`config.mk`:
```
export PLATFORM = sky130hd
export DESIGN_NAME = button_knob_led_i2c_peripheral_top
export DESIGN_NICKNAME = d
export VERILOG_FILES = /design/src/hdl/bkl_pkg.sv /design/src/hdl/bkl_debounce.sv /design/src/hdl/button_knob_led_i2c_peripheral_top.sv
export VERILOG_INCLUDE_DIRS = /design/src /design/src/hdl
export SDC_FILE = /design/constraint.sdc
export NUM_CORES = 1
export LEC_CHECK = 0
export BUFFER_PORTS_ARGS = -buffer_cell sky130_fd_sc_hd__buf_2
export CORE_ASPECT_RATIO = 1.1
export CORE_MARGIN = 3
export CORE_UTILIZATION = 65
export DETAILED_ROUTE_END_ITERATION = 7
export HOLD_SLACK_MARGIN = 0.02
export PLACE_DENSITY = 0.83
export SLEW_MARGIN = 5
export SYNTH_ARGS = -nofsm -noshare
export SYNTH_HDL_FRONTEND = slang
export SYNTH_SLANG_ARGS = --single-unit
```
`constraint.sdc`:
```
create_clock -name clk -period 7.2 [get_ports clk]
set_input_delay 1.44 -clock clk [delete_from_list [all_inputs] [get_ports clk]]
set_output_delay 1.44 -clock clk [all_outputs]
set_load 0.005 [all_outputs]
```
`src/hdl/button_knob_led_i2c_peripheral_top_defines.svh`:
```
// Assertion macros used by the front-panel peripheral top level.
`ifndef BUTTON_KNOB_LED_I2C_PERIPHERAL_TOP_DEFINES_SVH
`define BUTTON_KNOB_LED_I2C_PERIPHERAL_TOP_DEFINES_SVH
`ifndef SYNTHESIS
`define BKL_ASSERT_IMPL(label, ante, cons) \
  label: assert property (@(posedge clk) disable iff (!rst_n) (ante) |-> (cons)) \
    else $error("bkl assertion failed");
`define BKL_ASSERT_NEXT(label, ante, cons) \
  label: assert property (@(posedge clk) disable iff (!rst_n) (ante) |=> (cons)) \
    else $error("bkl assertion failed");
`else
`define BKL_ASSERT_IMPL(label, ante, cons)
`define BKL_ASSERT_NEXT(label, ante, cons)
`endif
`endif

```
`src/hdl/bkl_pkg.sv`:
```
// Shared constants and types for the front-panel peripheral.
package bkl_pkg;

  localparam int NUM_BUTTONS_DEF = 13;
  localparam int NUM_KNOBS_DEF   = 6;
  localparam int LED_BYTES_DEF   = 15;
  localparam int OUT_BYTES       = 8;
  localparam int OUT_PTR_W       = 3;
  localparam int BTN_PAD_W       = 16;

  localparam logic [7:0] DEBOUNCE_RESET = 8'd25;
  localparam logic [7:0] LED_RESET      = 8'h01;
  localparam logic [7:0] BTN_BYTE_RESET = 8'hFF;
  localparam logic [2:0] KNOB_BASE      = 3'd2;

  typedef logic [BTN_PAD_W-1:0] btn_pad_t;

  typedef enum logic [2:0] {
    REQ_TICK  = 3'd0,
    REQ_WRITE = 3'd1,
    REQ_READ  = 3'd2,
    REQ_KNOB  = 3'd3,
    REQ_FETCH = 3'd4
  } req_t;

endpackage

```
`src/hdl/bkl_debounce.sv`:
```
// Parallel button debouncers with per-button lockout counters.
module bkl_debounce #(
  parameter int NUM_BUTTONS = bkl_pkg::NUM_BUTTONS_DEF
) (
  input  logic                   clk,
  input  logic                   rst_n,
  input  logic                   tick_en,
  input  logic [NUM_BUTTONS-1:0] raw,
  input  logic [7:0]             ticks,
  output logic [NUM_BUTTONS-1:0] level_nxt,
  output logic                   changed
);

  logic [NUM_BUTTONS-1:0] level_r;
  logic [7:0]             count_r   [NUM_BUTTONS];
  logic [7:0]             count_nxt [NUM_BUTTONS];
  logic [NUM_BUTTONS-1:0] flip;

  always_comb begin
    for (int i = 0; i < NUM_BUTTONS; i++) begin
      flip[i]      = (count_r[i] == 8'd0) && (raw[i] != level_r[i]);
      level_nxt[i] = flip[i] ? raw[i] : level_r[i];
      if (flip[i]) begin
        count_nxt[i] = ticks;
      end else if (count_r[i] != 8'd0) begin
        count_nxt[i] = count_r[i] - 8'd1;
      end else begin
        count_nxt[i] = count_r[i];
      end
    end
    changed = |flip;
  end

  always_ff @(posedge clk) begin
    if (!rst_n) begin
      level_r <= '1;
      for (int i = 0; i < NUM_BUTTONS; i++) begin
        count_r[i] <= 8'd0;
      end
    end else if (tick_en) begin
      level_r <= level_nxt;
      for (int i = 0; i < NUM_BUTTONS; i++) begin
        count_r[i] <= count_nxt[i];
      end
    end
  end

endmodule

```
`src/hdl/button_knob_led_i2c_peripheral_top.sv`:
```
// Top level of the serial-bus front-panel peripheral with button debounce.
//
//   channel  direction  handshake                  payload
//   in_      request    in_valid / in_stall        type, buttons, byte, knob, LED index
//   out_     result     out_valid / out_stall      read data, interrupt level
//   cfg_     register   cfg_wr_en                  debounce lockout ticks
//
// One transaction per cycle is sustained while out_stall is low; each request passes
// through the input register and then the result register.
// The debouncers (on tick requests only), the byte stores and the pointers update
// together when a request advances. Reset is synchronous and active low.
// A stalled result holds in the output register while one further request waits in the
// input register; in_stall rises only when both are occupied.
`include "button_knob_led_i2c_peripheral_top_defines.svh"

module button_knob_led_i2c_peripheral_top #(
  parameter int NUM_BUTTONS = bkl_pkg::NUM_BUTTONS_DEF,
  parameter int NUM_KNOBS   = bkl_pkg::NUM_KNOBS_DEF,
  parameter int LED_BYTES   = bkl_pkg::LED_BYTES_DEF
) (
  input  logic                   clk,
  input  logic                   rst_n,
  input  logic                   in_valid,
  output logic                   in_stall,
  input  logic [2:0]             in_req_type,
  input  logic [NUM_BUTTONS-1:0] in_raw_buttons,
  input  logic [7:0]             in_write_byte,
  input  logic [2:0]             in_knob_channel,
  input  logic [7:0]             in_knob_value,
  input  logic [3:0]             in_led_index,
  output logic                   out_valid,
  input  logic                   out_stall,
  output logic [7:0]             out_read_data,
  output logic                   out_irq,
  input  logic                   cfg_wr_en,
  input  logic [7:0]             cfg_wr_data
);

  localparam int LED_PTR_W = $clog2(LED_BYTES);

  logic                   in_valid_r;
  logic [2:0]             req_r;
  logic [NUM_BUTTONS-1:0] raw_r;
  logic [7:0]             wbyte_r;
  logic [2:0]             chan_r;
  logic [7:0]             kval_r;
  logic [3:0]             lidx_r;

  logic                   out_valid_r;
  logic [7:0]             out_data_r;
  logic                   out_irq_r;

  logic [7:0]             ticks_r;
  logic                   irq_r;
  logic                   irq_nxt;
  logic [LED_PTR_W-1:0]   wr_ptr_r;
  logic [LED_PTR_W-1:0]   wr_ptr_nxt;
  logic [bkl_pkg::OUT_PTR_W-1:0] rd_ptr_r;
  logic [bkl_pkg::OUT_PTR_W-1:0] rd_ptr_nxt;
  logic [7:0]             out_bytes_r   [bkl_pkg::OUT_BYTES];
  logic [7:0]             out_bytes_nxt [bkl_pkg::OUT_BYTES];
  logic [7:0]             led_r   [LED_BYTES];
  logic [7:0]             led_nxt [LED_BYTES];
  logic [7:0]             data_nxt;

  logic                   accept;
  logic                   advance;
  logic                   tick_en;
  logic                   changed;
  logic [NUM_BUTTONS-1:0] level_nxt;
  bkl_pkg::btn_pad_t      level_pad;

  assign advance  = in_valid_r && (!out_valid_r || !out_stall);
  assign in_stall = in_valid_r && out_valid_r && out_stall;
  assign accept   = in_valid && !in_stall;
  assign tick_en  = advance && (req_r == bkl_pkg::REQ_TICK);

  assign out_valid     = out_valid_r;
  assign out_read_data = out_data_r;
  assign out_irq       = out_irq_r;

  bkl_debounce #(
    .NUM_BUTTONS(NUM_BUTTONS)
  ) u_debounce (
    .clk      (clk),
    .rst_n    (rst_n),
    .tick_en  (tick_en),
    .raw      (raw_r),
    .ticks    (ticks_r),
    .level_nxt(level_nxt),
    .changed  (changed)
  );

  assign level_pad = bkl_pkg::btn_pad_t'(level_nxt);

  always_comb begin
    irq_nxt    = irq_r;
    wr_ptr_nxt = wr_ptr_r;
    rd_ptr_nxt = rd_ptr_r;
    data_nxt   = 8'd0;
    for (int i = 0; i < bkl_pkg::OUT_BYTES; i++) begin
      out_bytes_nxt[i] = out_bytes_r[i];
    end
    for (int i = 0; i < LED_BYTES; i++) begin
      led_nxt[i] = led_r[i];
    end
    unique case (req_r)
      bkl_pkg::REQ_TICK: begin
        if (changed) begin
          out_bytes_nxt[0] = level_pad[7:0];
          out_bytes_nxt[1] = level_pad[15:8];
          irq_nxt          = 1'b1;
        end
      end
      bkl_pkg::REQ_WRITE: begin
        led_nxt[wr_ptr_r] = wbyte_r;
        if ({1'b0, wr_ptr_r} == (LED_PTR_W+1)'(LED_BYTES - 1)) begin
          wr_ptr_nxt = '0;
        end else begin
          wr_ptr_nxt = wr_ptr_r + LED_PTR_W'(1);
        end
      end
      bkl_pkg::REQ_READ: begin
        irq_nxt    = 1'b0;
        data_nxt   = out_bytes_r[rd_ptr_r];
        rd_ptr_nxt = rd_ptr_r + bkl_pkg::OUT_PTR_W'(1);
      end
      bkl_pkg::REQ_KNOB: begin
        if ({1'b0, chan_r} < 4'(NUM_KNOBS)) begin
          out_bytes_nxt[bkl_pkg::KNOB_BASE + chan_r] = kval_r;
        end
      end
      bkl_pkg::REQ_FETCH: begin
        if ({1'b0, lidx_r} < 5'(LED_BYTES)) begin
          data_nxt = led_r[lidx_r[LED_PTR_W-1:0]];
        end
      end
      default: begin
      end
    endcase
  end

  always_ff @(posedge clk) begin
    if (!rst_n) begin
      in_valid_r  <= 1'b0;
      out_valid_r <= 1'b0;
      ticks_r     <= bkl_pkg::DEBOUNCE_RESET;
      irq_r       <= 1'b0;
      wr_ptr_r    <= '0;
      rd_ptr_r    <= '0;
      for (int i = 0; i < bkl_pkg::OUT_BYTES; i++) begin
        out_bytes_r[i] <= (i < 2) ? bkl_pkg::BTN_BYTE_RESET : 8'd0;
      end
      for (int i = 0; i < LED_BYTES; i++) begin
        led_r[i] <= bkl_pkg::LED_RESET;
      end
    end else begin
      if (cfg_wr_en) begin
        ticks_r <= cfg_wr_data;
      end
      if (accept) begin
        in_valid_r <= 1'b1;
      end else if (advance) begin
        in_valid_r <= 1'b0;
      end
      if (advance) begin
        out_valid_r <= 1'b1;
        irq_r       <= irq_nxt;
        wr_ptr_r    <= wr_ptr_nxt;
        rd_ptr_r    <= rd_ptr_nxt;
        for (int i = 0; i < bkl_pkg::OUT_BYTES; i++) begin
          out_bytes_r[i] <= out_bytes_nxt[i];
        end
        for (int i = 0; i < LED_BYTES; i++) begin
          led_r[i] <= led_nxt[i];
        end
      end else if (!out_stall) begin
        out_valid_r <= 1'b0;
      end
    end
  end

  always_ff @(posedge clk) begin
    if (accept) begin
      req_r   <= in_req_type;
      raw_r   <= in_raw_buttons;
      wbyte_r <= in_write_byte;
      chan_r  <= in_knob_channel;
      kval_r  <= in_knob_value;
      lidx_r  <= in_led_index;
    end
    if (advance) begin
      out_data_r <= data_nxt;
      out_irq_r  <= irq_nxt;
    end
  end

  `BKL_ASSERT_IMPL(a_wr_ptr_range, 1'b1, {1'b0, wr_ptr_r} < (LED_PTR_W+1)'(LED_BYTES))
  `BKL_ASSERT_IMPL(a_stall_needs_full, in_stall, in_valid_r && out_valid_r)
  `BKL_ASSERT_NEXT(a_read_clears_irq, advance && (req_r == bkl_pkg::REQ_READ), !irq_r && !out_irq_r)
  `BKL_ASSERT_NEXT(a_change_sets_irq, tick_en && changed, irq_r && out_irq_r)
  `BKL_ASSERT_NEXT(a_result_loaded, advance, out_valid_r)

endmodule
```
==> results summary, run 1 <==
The tightest min-delay check is of the reg2reg type. Setup repair after global routing left no endpoint under its margin. The sequential-to-total area share from yosys stat is 0.5411.

The number of global-route vias before repair was 14,588. Entering global routing, the biggest net connects 104 pins. The H-tree was split into 2 levels. Measured against its own limit, the worst slew margin works out to 0.1075. The first-pass GRT wire length came out at 78.82 mm.

The number of buffers on the longest clock path came out at 3. The netlist uses 57 different library cells. In the final layout, the share of cells above drive strength 1 is 0.1224.

The overall overflow remaining after global route is 0. The number of rows in the core area came out at 66. The largest fanout on the critical path is 76. The DRC violation count after routing came out at 0. Max-cap violations in this run came to 0. Synthesis produced a netlist with a net count of 1,915.

The global-route usage over all layers came out at 0.2991. The worst setup path is launched from an input pin. The length of the first detailed-routing pass in iterations is 5. The synthesis-to-finish area growth is 9.365%. The maximum cell stage delay along the critical path is 0.90 ns. The total wire length after detailed routing came out at 49.60 mm. The area of the die is 33,000 sq um. The total number of yosys warnings is 0. The static leakage came out at 0.008125 uW. The number of I/O port buffers came out at 62. The final period demand of the worst path came out at 3.645 ns. The max-slew violation count is 0. The clock latency reported for the late side of the worst-skew pair is 0.54 ns. The area share of the leading cell type in the synthesized netlist is 0.5032. STA classifies the critical path endpoint as a flip-flop. STA puts the critical path data arrival time at 3.97 ns. Of all cell types, the one taking the most synthesized area is edfxtp_1.

The detail route stage leaves a number of antenna-violating nets equal to 0. The via count came out at 14,702. The largest individual stage delay along the critical path comes from the cell and2_1. The number of CTS-inserted buffers came out at 39. The post-route core utilization came out at 0.7316. The worst slack on hold paths came out at 0.4795 ns. The setup slack at placement came out at 3.137 ns. The routed wirelength normalized by instance count is 21.76 um. The maximum resistive drop on vdd came out at 0.0002204 V. Adding up every negative setup slack in the final design gives 0 ns. The measured slew at the worst slew-check pin is 1.328 ns. The final net count is 1,919. The worst path setup slack after routing is 3.555 ns. The most common library cell in the layout ignoring fill and taps is nand2_1. Power spread over the standard cell area amounts to 240.1 nW/um^2. The diode insertion count for antenna repair came out at 0.

The dominant register cell in the synthesized netlist is edfxtp_1. The critical path in this run is classified as in2reg. The number of antenna violations at the first check in global routing was 2.

The number of DRC markers in iteration 0 came out at 1,622. For this design, the CTS-stage hold fixing added 0 buffers. Once detailed placement completed, the half-perimeter wirelength came to 30.59 mm. The critical path required time is 7.52 ns. The number of top-level pins is 63. The final weighted congestion of routability-driven global placement came out at 0.8632. The horizontal extent of the die is 173.5 um. The average instance area after synthesis is 10.92 sq um.

Of all flip-flops after synthesis, the portion carrying an async set or reset was 0. The count of buffering cells on the critical path with inverters included came out at 2. Setup violations remaining at the end of the flow were counted as 0. The overall die height came out at 190.2 um.

The fmax is 0.2743 GHz. The core footprint came out at 29,980 sq um. Synthesis produced a netlist whose cell count is 1,836. The hold violation total from the final report is 0. The number of register bits inferred by synthesis is 374.

The largest delay contributor family on the critical path is simple AND/OR/NAND/NOR gates. The count of cells resized by post-cts repair is 0. The critical path goes through buf_2 > a21boi_4 > and2_1 > nand3_2 > buf_4 > a211oi_1. The top cell types in the final layout, fill and taps aside, are 373 x nand2_1, 336 x edfxtp_1, 180 x nor2_1, 86 x mux2i_1, 82 x a21oi_1. The sink count of the clock tree came out at 374.

The netlist area before placement came out at 20,050 sq um. The number of enable-type register cells in the synthesized netlist came out at 336. The portion of the clock cycle consumed by the worst path in the final layout is 0.5063. The final clock skew is 0.02263 ns. Clock-pin slew was measured on the worst setup and hold paths at 0.06 ns. Clock tree synthesis selected as its root buffer the cell clkbuf_16. Dividing the detail-routed via count by the number of cells gives 6.451. The flow ran to the end, and the final reports show no timing, DRC or antenna violations. The initial core utilization came out at 0.6690. Post-CTS timing repair inserted 0 buffers for setup. In the post-synthesis netlist, the biggest area contributors are edfxtp_1 50%, nand2_1 7.0%, mux2i_1 4.3%. TritonCTS built the clock tree.
[stage by stage]
step	power, uW	std cells	area [sq um]
global route	5420	2279	21930
global placement	3013	2207	20480
finish	5265	2279	21930
detailed placement	3034	2207	20480
CTS	5278	2279	21930
floorplan	2895	1836	20050
[cells by family after synthesis]
| logic type | after synthesis | synth area share |
|---|---|---|
| adders and majority gates | 27 | 0.01685 |
| muxes | 139 | 0.09740 |
| xor gates and xnor gates | 77 | 0.03363 |
| and+or+nand+nor | 739 | 0.1687 |
| buffers and inverters | 156 | 0.03351 |
| AOI/OAI and AO/OA | 324 | 0.1089 |
| DFF | 374 | 0.5411 |
[Yosys cell counts (7+ instances only)]
cell type and n:
buf_2 22, o31ai_1 7, clkbuf_1 76, or3_1 9, inv_1 46, o311ai_0 12, nor2_1 180, a21oi_1 82
xnor2_1 24, mux2_2 13, nand4_1 10, mux4_2 28, o221ai_1 11, and3_1 11, nand2b_1 10, a21boi_0 36
o21ai_0 60, dfxtp_1 38, nand3_1 48, a211oi_1 76, edfxtp_1 336, buf_6 7, nor3_1 11, nand4_2 8
mux2i_1 86, ha_1 27, mux4_1 12, nor2b_1 29, xor2_1 53, a31oi_1 7, nor4_2 13, nand2_1 375
o211a_1 18
[worst reg2reg max path: stages, from the launching register on]
cell,delay (ns)
dfxtp_1,0.35
a21boi_4,0.54
and2_1,0.91
nand3_2,0.15
buf_4,0.40
a211oi_1,0.44
[registers in the layout (all words and copies together) (netlist names), 4 cells and up, named ones only]
signal / flops
led_r: 120
kval_r: 8
lidx_r: 4
wr_ptr_r: 4
ticks_r: 8
wbyte_r: 8
out_bytes_r: 64
u_debounce.count_r: 104
raw_r: 13
out_read_data: 8
u_debounce.level_r: 13
[final timing paths]
| path | cells after the start | startpoint | end | slack, ns |
|---|---|---|---|---|
| worst max-delay path | 6 | out_stall | u_debounce.count_r[0][56] | 3.55 |
| worst min-delay path | 2 | lidx_r[3] | flip-flop | 0.48 |
| worst max register to register | 5 | in_valid_r | u_debounce.count_r[0][56] | 4.21 |
| worst min register to register | 2 | lidx_r[3] | flip-flop | 0.48 |
[cell type report]
| type | count | area, sq um |
|---|---|---|
| clock buffer | 49 | 1095 |
| clock inverter | 23 | 354.1 |
| fill | 1981 | 8045 |
| inverter | 46 | 172.7 |
| multi-input combinational | 1306 | 8552 |
| sequential | 374 | 10850 |
| tap | 408 | 510.5 |
| timing repair buffer | 73 | 395.4 |
[power by group]
group	switching, uW	internal, uW	leakage [uW]
Clock	858	1400	0.000714
Sequential	121	2480	0.00365
Combinational	236	162	0.00376
[metal layers]
layer | part of all wire | GRT usage | vias up
li1 | - | - | 6696
met1 | 0.37 | 0.3921 | 7102
met2 | 0.49 | 0.5057 | 754
met3 | 0.093 | 0.05098 | 146
met4 | 0.037 | 0.1126 | 4
met5 | 0.00054 | 0 | -
No activity file was read; power rests on OpenSTA's default activity.
==> inputs of run 2 (changes only) <==
ABC_AREA = 1   (was not set)
CORE_UTILIZATION = 57   (was 65)
PLACE_DENSITY = 0.77   (was 0.83)
clock period = 3.35 ns   (was 7.2 ns; I/O delays follow)
==> run 2 against run 1 <==
Effect of this change: area after synthesis decreased by 0.58%; utilization is 9.7 points lower; worst setup slack worse by 2.8 ns; power grew 110%; global-route usage decreased by 2.7 points.
==> results summary, run 2 <==
The distinct cell type count after synthesis is 46. The number of maximum-capacitance violations came out at 0. The initial utilization of the core area, before any placement, comes to 0.5799. Between clock sinks in the finished design, the worst skew comes to 0.01900 ns. The detailed router placed 16,540 vias in this run.

led_r holds more flip-flops than any other register. The number of buffers on the longest clock path is 3. The post-synthesis share of cell area spent on full adders, half adders and majority gates is 0.01694. The number of global-route vias before repair is 15,578. The share of total power dissipated in sequential elements is 0.507. The endpoint with the worst hold slack is raw_r[0]. The total wire length after detailed routing came out at 51.34 mm. The fraction of final layout cells sized beyond drive strength 1 came out at 0.08767. The overall die height came out at 202.2 um. The maximum resistive drop on vdd came out at 0.0004093 V. The biggest area contributor in the post-synthesis netlist is edfxtp_1. The internal power is 8316 uW. The clock input transition at the sequential cells of the worst setup and hold paths is 0.07 ns. The max-slew violation count came out at 0. The count of cells resized by post-cts repair came out at 0. The number of CTS-inserted buffers came out at 38. The fraction of the mapped netlist area in simple logic gates came out at 0.1706. The routed wirelength normalized by instance count is 18.72 um. The worst path setup slack after routing came out at 0.7627 ns. The register with the most flip-flops in the layout has 120 of them. The worst max-slew margin expressed relative to the limit is 0.3242. The final net count is 2,354.

The number of nets in the synthesized netlist is 2,331. After clock tree synthesis, the setup repair step added 0 buffers. The dominant combinational cell family by area after synthesis is compound AO/OA/AOI/OAI gates. Once layout is done, the placed cells without fillers occupy 21,820 sq um. The final-report setup violation count is 0. After synthesis, the most frequently instantiated cells are 336 x edfxtp_1, 333 x nor2_1, 329 x o21ai_0. The switching power share of the total is 0.2447.

The total power density per cell area came out at 504.7 nW/um^2. The number of I/O port buffers is 62. The worst register-to-register path ends at out_read_data[1]. The classification of the worst setup path is reg2reg. Once detail routing completed, the nets flagged for antenna violations numbered 0.

The number of antenna violations at the first check in global routing is 1. The diode insertion count for antenna repair came out at 0. The number of levels the H-tree was split into came out at 2. The clock drives 374 sinks. Setup repair after global routing left no endpoint under its margin. The synthesized design contains 336 enable-type register cells. The run finished with clean final reports. The placed instances occupy a cell area of 20,530 sq um. In this run the horizontal extent of the chip is 184.3 um. The final weighted congestion of routability-driven global placement came out at 0.8904. The analysis attributes to cell leakage a power of 0.008575 uW. The dominant register cell in the synthesized netlist is edfxtp_1. The DRC violation count after routing is 0.

For this design the total switching power over the nets is 2694 uW. The number of DRC markers in iteration 0 is 1,847. The largest fanout on the critical path came out at 37.

The worst setup path is launched from a flip-flop. The HPWL after detailed placement is 33.64 mm. The sequential-to-total area share from yosys stat is 0.5442. The setup slack at placement came out at 0.8189 ns. The minimum setup slack among reg-to-reg paths is 0.76 ns. The first global-routing pass estimated 81.60 mm of wire. The global-route usage over all layers is 0.2721. The synthesis-to-finish area growth is 9.426%. The measured slew at the worst slew-check pin came out at 1.013 ns.

The first detailed-routing pass ran for 6 iterations. By instance count, the leading cell after synthesis is edfxtp_1. The number of instances on the worst hold path is 1. The number of vias per cell after detailed routing came out at 6.032. The hold violation total from the final report is 0. The clock latency reported for the late side of the worst-skew pair came out at 0.55 ns. TritonCTS built the clock tree. In this run the most critical hold path is launched from in_raw_buttons[0]. The share of synthesized flip-flops with an asynchronous set or reset is 0. The overall overflow remaining after global route came out at 0. The top cell types in the final layout, fill and taps aside, are 336 x edfxtp_1, 333 x nor2_1, 329 x o21ai_0, 323 x nand2_1, 214 x inv_1. Adding up every negative setup slack in the final design gives 0 ns. For the worst setup path, the data required time is 3.64 ns. In the post-synthesis netlist, the biggest area contributors are edfxtp_1 51%, o21ai_0 8.3%, nor2_1 6.3%. The root buffer cell chosen for the clock tree is clkbuf_16. In the final layout, the registers with the most flip-flops are led_r: 120 flops, u_debounce.count_r: 104 flops, out_bytes_r: 64 flops. A synthesized cell averages 8.853 sq um. The fraction of power consumed by the clock network is 0.407.

The number of instances in the synthesized netlist is 2,252. The fmax is 0.3865 GHz. The routed design could run at a clock period as short as 2.587 ns. The length in cells of the worst reg-to-reg path came out at 6.

In this run, synthesis produced a sequential element count of 374. The area share of the leading cell type in the synthesized netlist came out at 0.5061. The maximum number of pins on one net before global-route repair came out at 97. Hold timing on the final database bottoms out at a slack of 0.3026 ns.

The arrival time of the worst setup path came out at 2.88 ns. The floorplan has 71 rows. Of the total synthesized cell area, the portion taken by XOR and XNOR cells is 0.02153.

The path type of the worst min-delay path is in2reg. The total number of yosys warnings is 0. Of the total power, combinational logic draws 0.086. The number of hold buffers added after cts is 0. The complex-gate fraction of the synthesized area is 0.1759. The most common library cell in the layout ignoring fill and taps is edfxtp_1.

The core footprint came out at 34,380 sq um. The portion of the clock cycle consumed by the worst path in the final layout came out at 0.7723. The area of the die came out at 37,260 sq um. Measured against the total synthesized area, the mux share comes to 0.001883. In this run the count of I/O pins placed on the die edge is 63. The sort of element at the end of the critical path is a flip-flop.

The netlist area before placement is 19,940 sq um.
-- run 2: cell types whose count changed after synthesis, sizes merged, moves of 45 or more --
cell,previous run,this run
o21ai,61,339
nand3,49,94
inv,46,223
mux2i,86,0
nor2,180,349
nand2,375,327
a211oi,78,2
a21oi,82,187
-- run 2: worst max-delay path, stage by stage (launching register included) --
cell and delay (ns):
dfxtp_1 0.32, buf_4 0.29, clkinv_1 0.81, o21ai_0 0.33, o221ai_1 0.21, a21oi_1 0.29, o21ai_1 0.08
-- run 2: cells by family after synthesis --
kind of cell	after synthesis
compound gates	649
fa+ha+maj	27
xor+xnor	49
simple gates	815
buf+inv	335
flops	374
mux	3
-- run 2: layer usage --
layer / vias to the layer above / global-route usage / routed length, um
met1: 7692 / 0.3744 / 20420
met3: 145 / 0.03834 / 4833
met4: 2 / 0.09371 / 1817
met2: 906 / 0.4458 / 24270
li1: 7795 / - / -
met5: - / 0 / 7
-- run 2: power by group through the flow --
stage | clock network (uW) | registers (uW) | logic, uW
6_report | 4480 | 5580 | 944
2_1_floorplan | 0 | 5550 | 697
3_3_place_gp | 0 | 5660 | 894
5_1_grt | 4700 | 5600 | 1060
3_5_place_dp | 0 | 5670 | 926
4_1_cts | 4520 | 5570 | 933
-- run 2: cell type report --
cell class	instances	area (sq um)
fill	2797	12560
sequential	374	10850
multi-input combinational	1543	7746
clock buffer	52	1055
inverter	230	864.6
tap	438	548.0
timing repair buffer	88	518.0
clock inverter	17	234.0
-- run 2: worst max-delay path by stage --
stage / startpoint / end / cells after the start / slack, ns
floorplan: out_stall / out_bytes_r[6][0] / 5 / 0.45
global placement: out_stall / u_debounce.count_r[0][11] / 10 / 0.88
detailed placement: out_stall / led_r[3][7] / 9 / 0.82
CTS: flip-flop / out_read_data[6] / 8 / 0.82
global route: flip-flop / out_read_data[4] / 8 / 0.55
finish: flip-flop / out_read_data[1] / 6 / 0.76
-- run 2: metrics by stage --
step                      utilization  std cells  total power [uW]
after global placement         0.5971       2673              6554
after detailed placement       0.5971       2673              6593
after CTS                      0.6346       2742             11020
after floorplan                     -       2252              6245
after global routing           0.6346       2742             11360
final                          0.6346       2742             11010
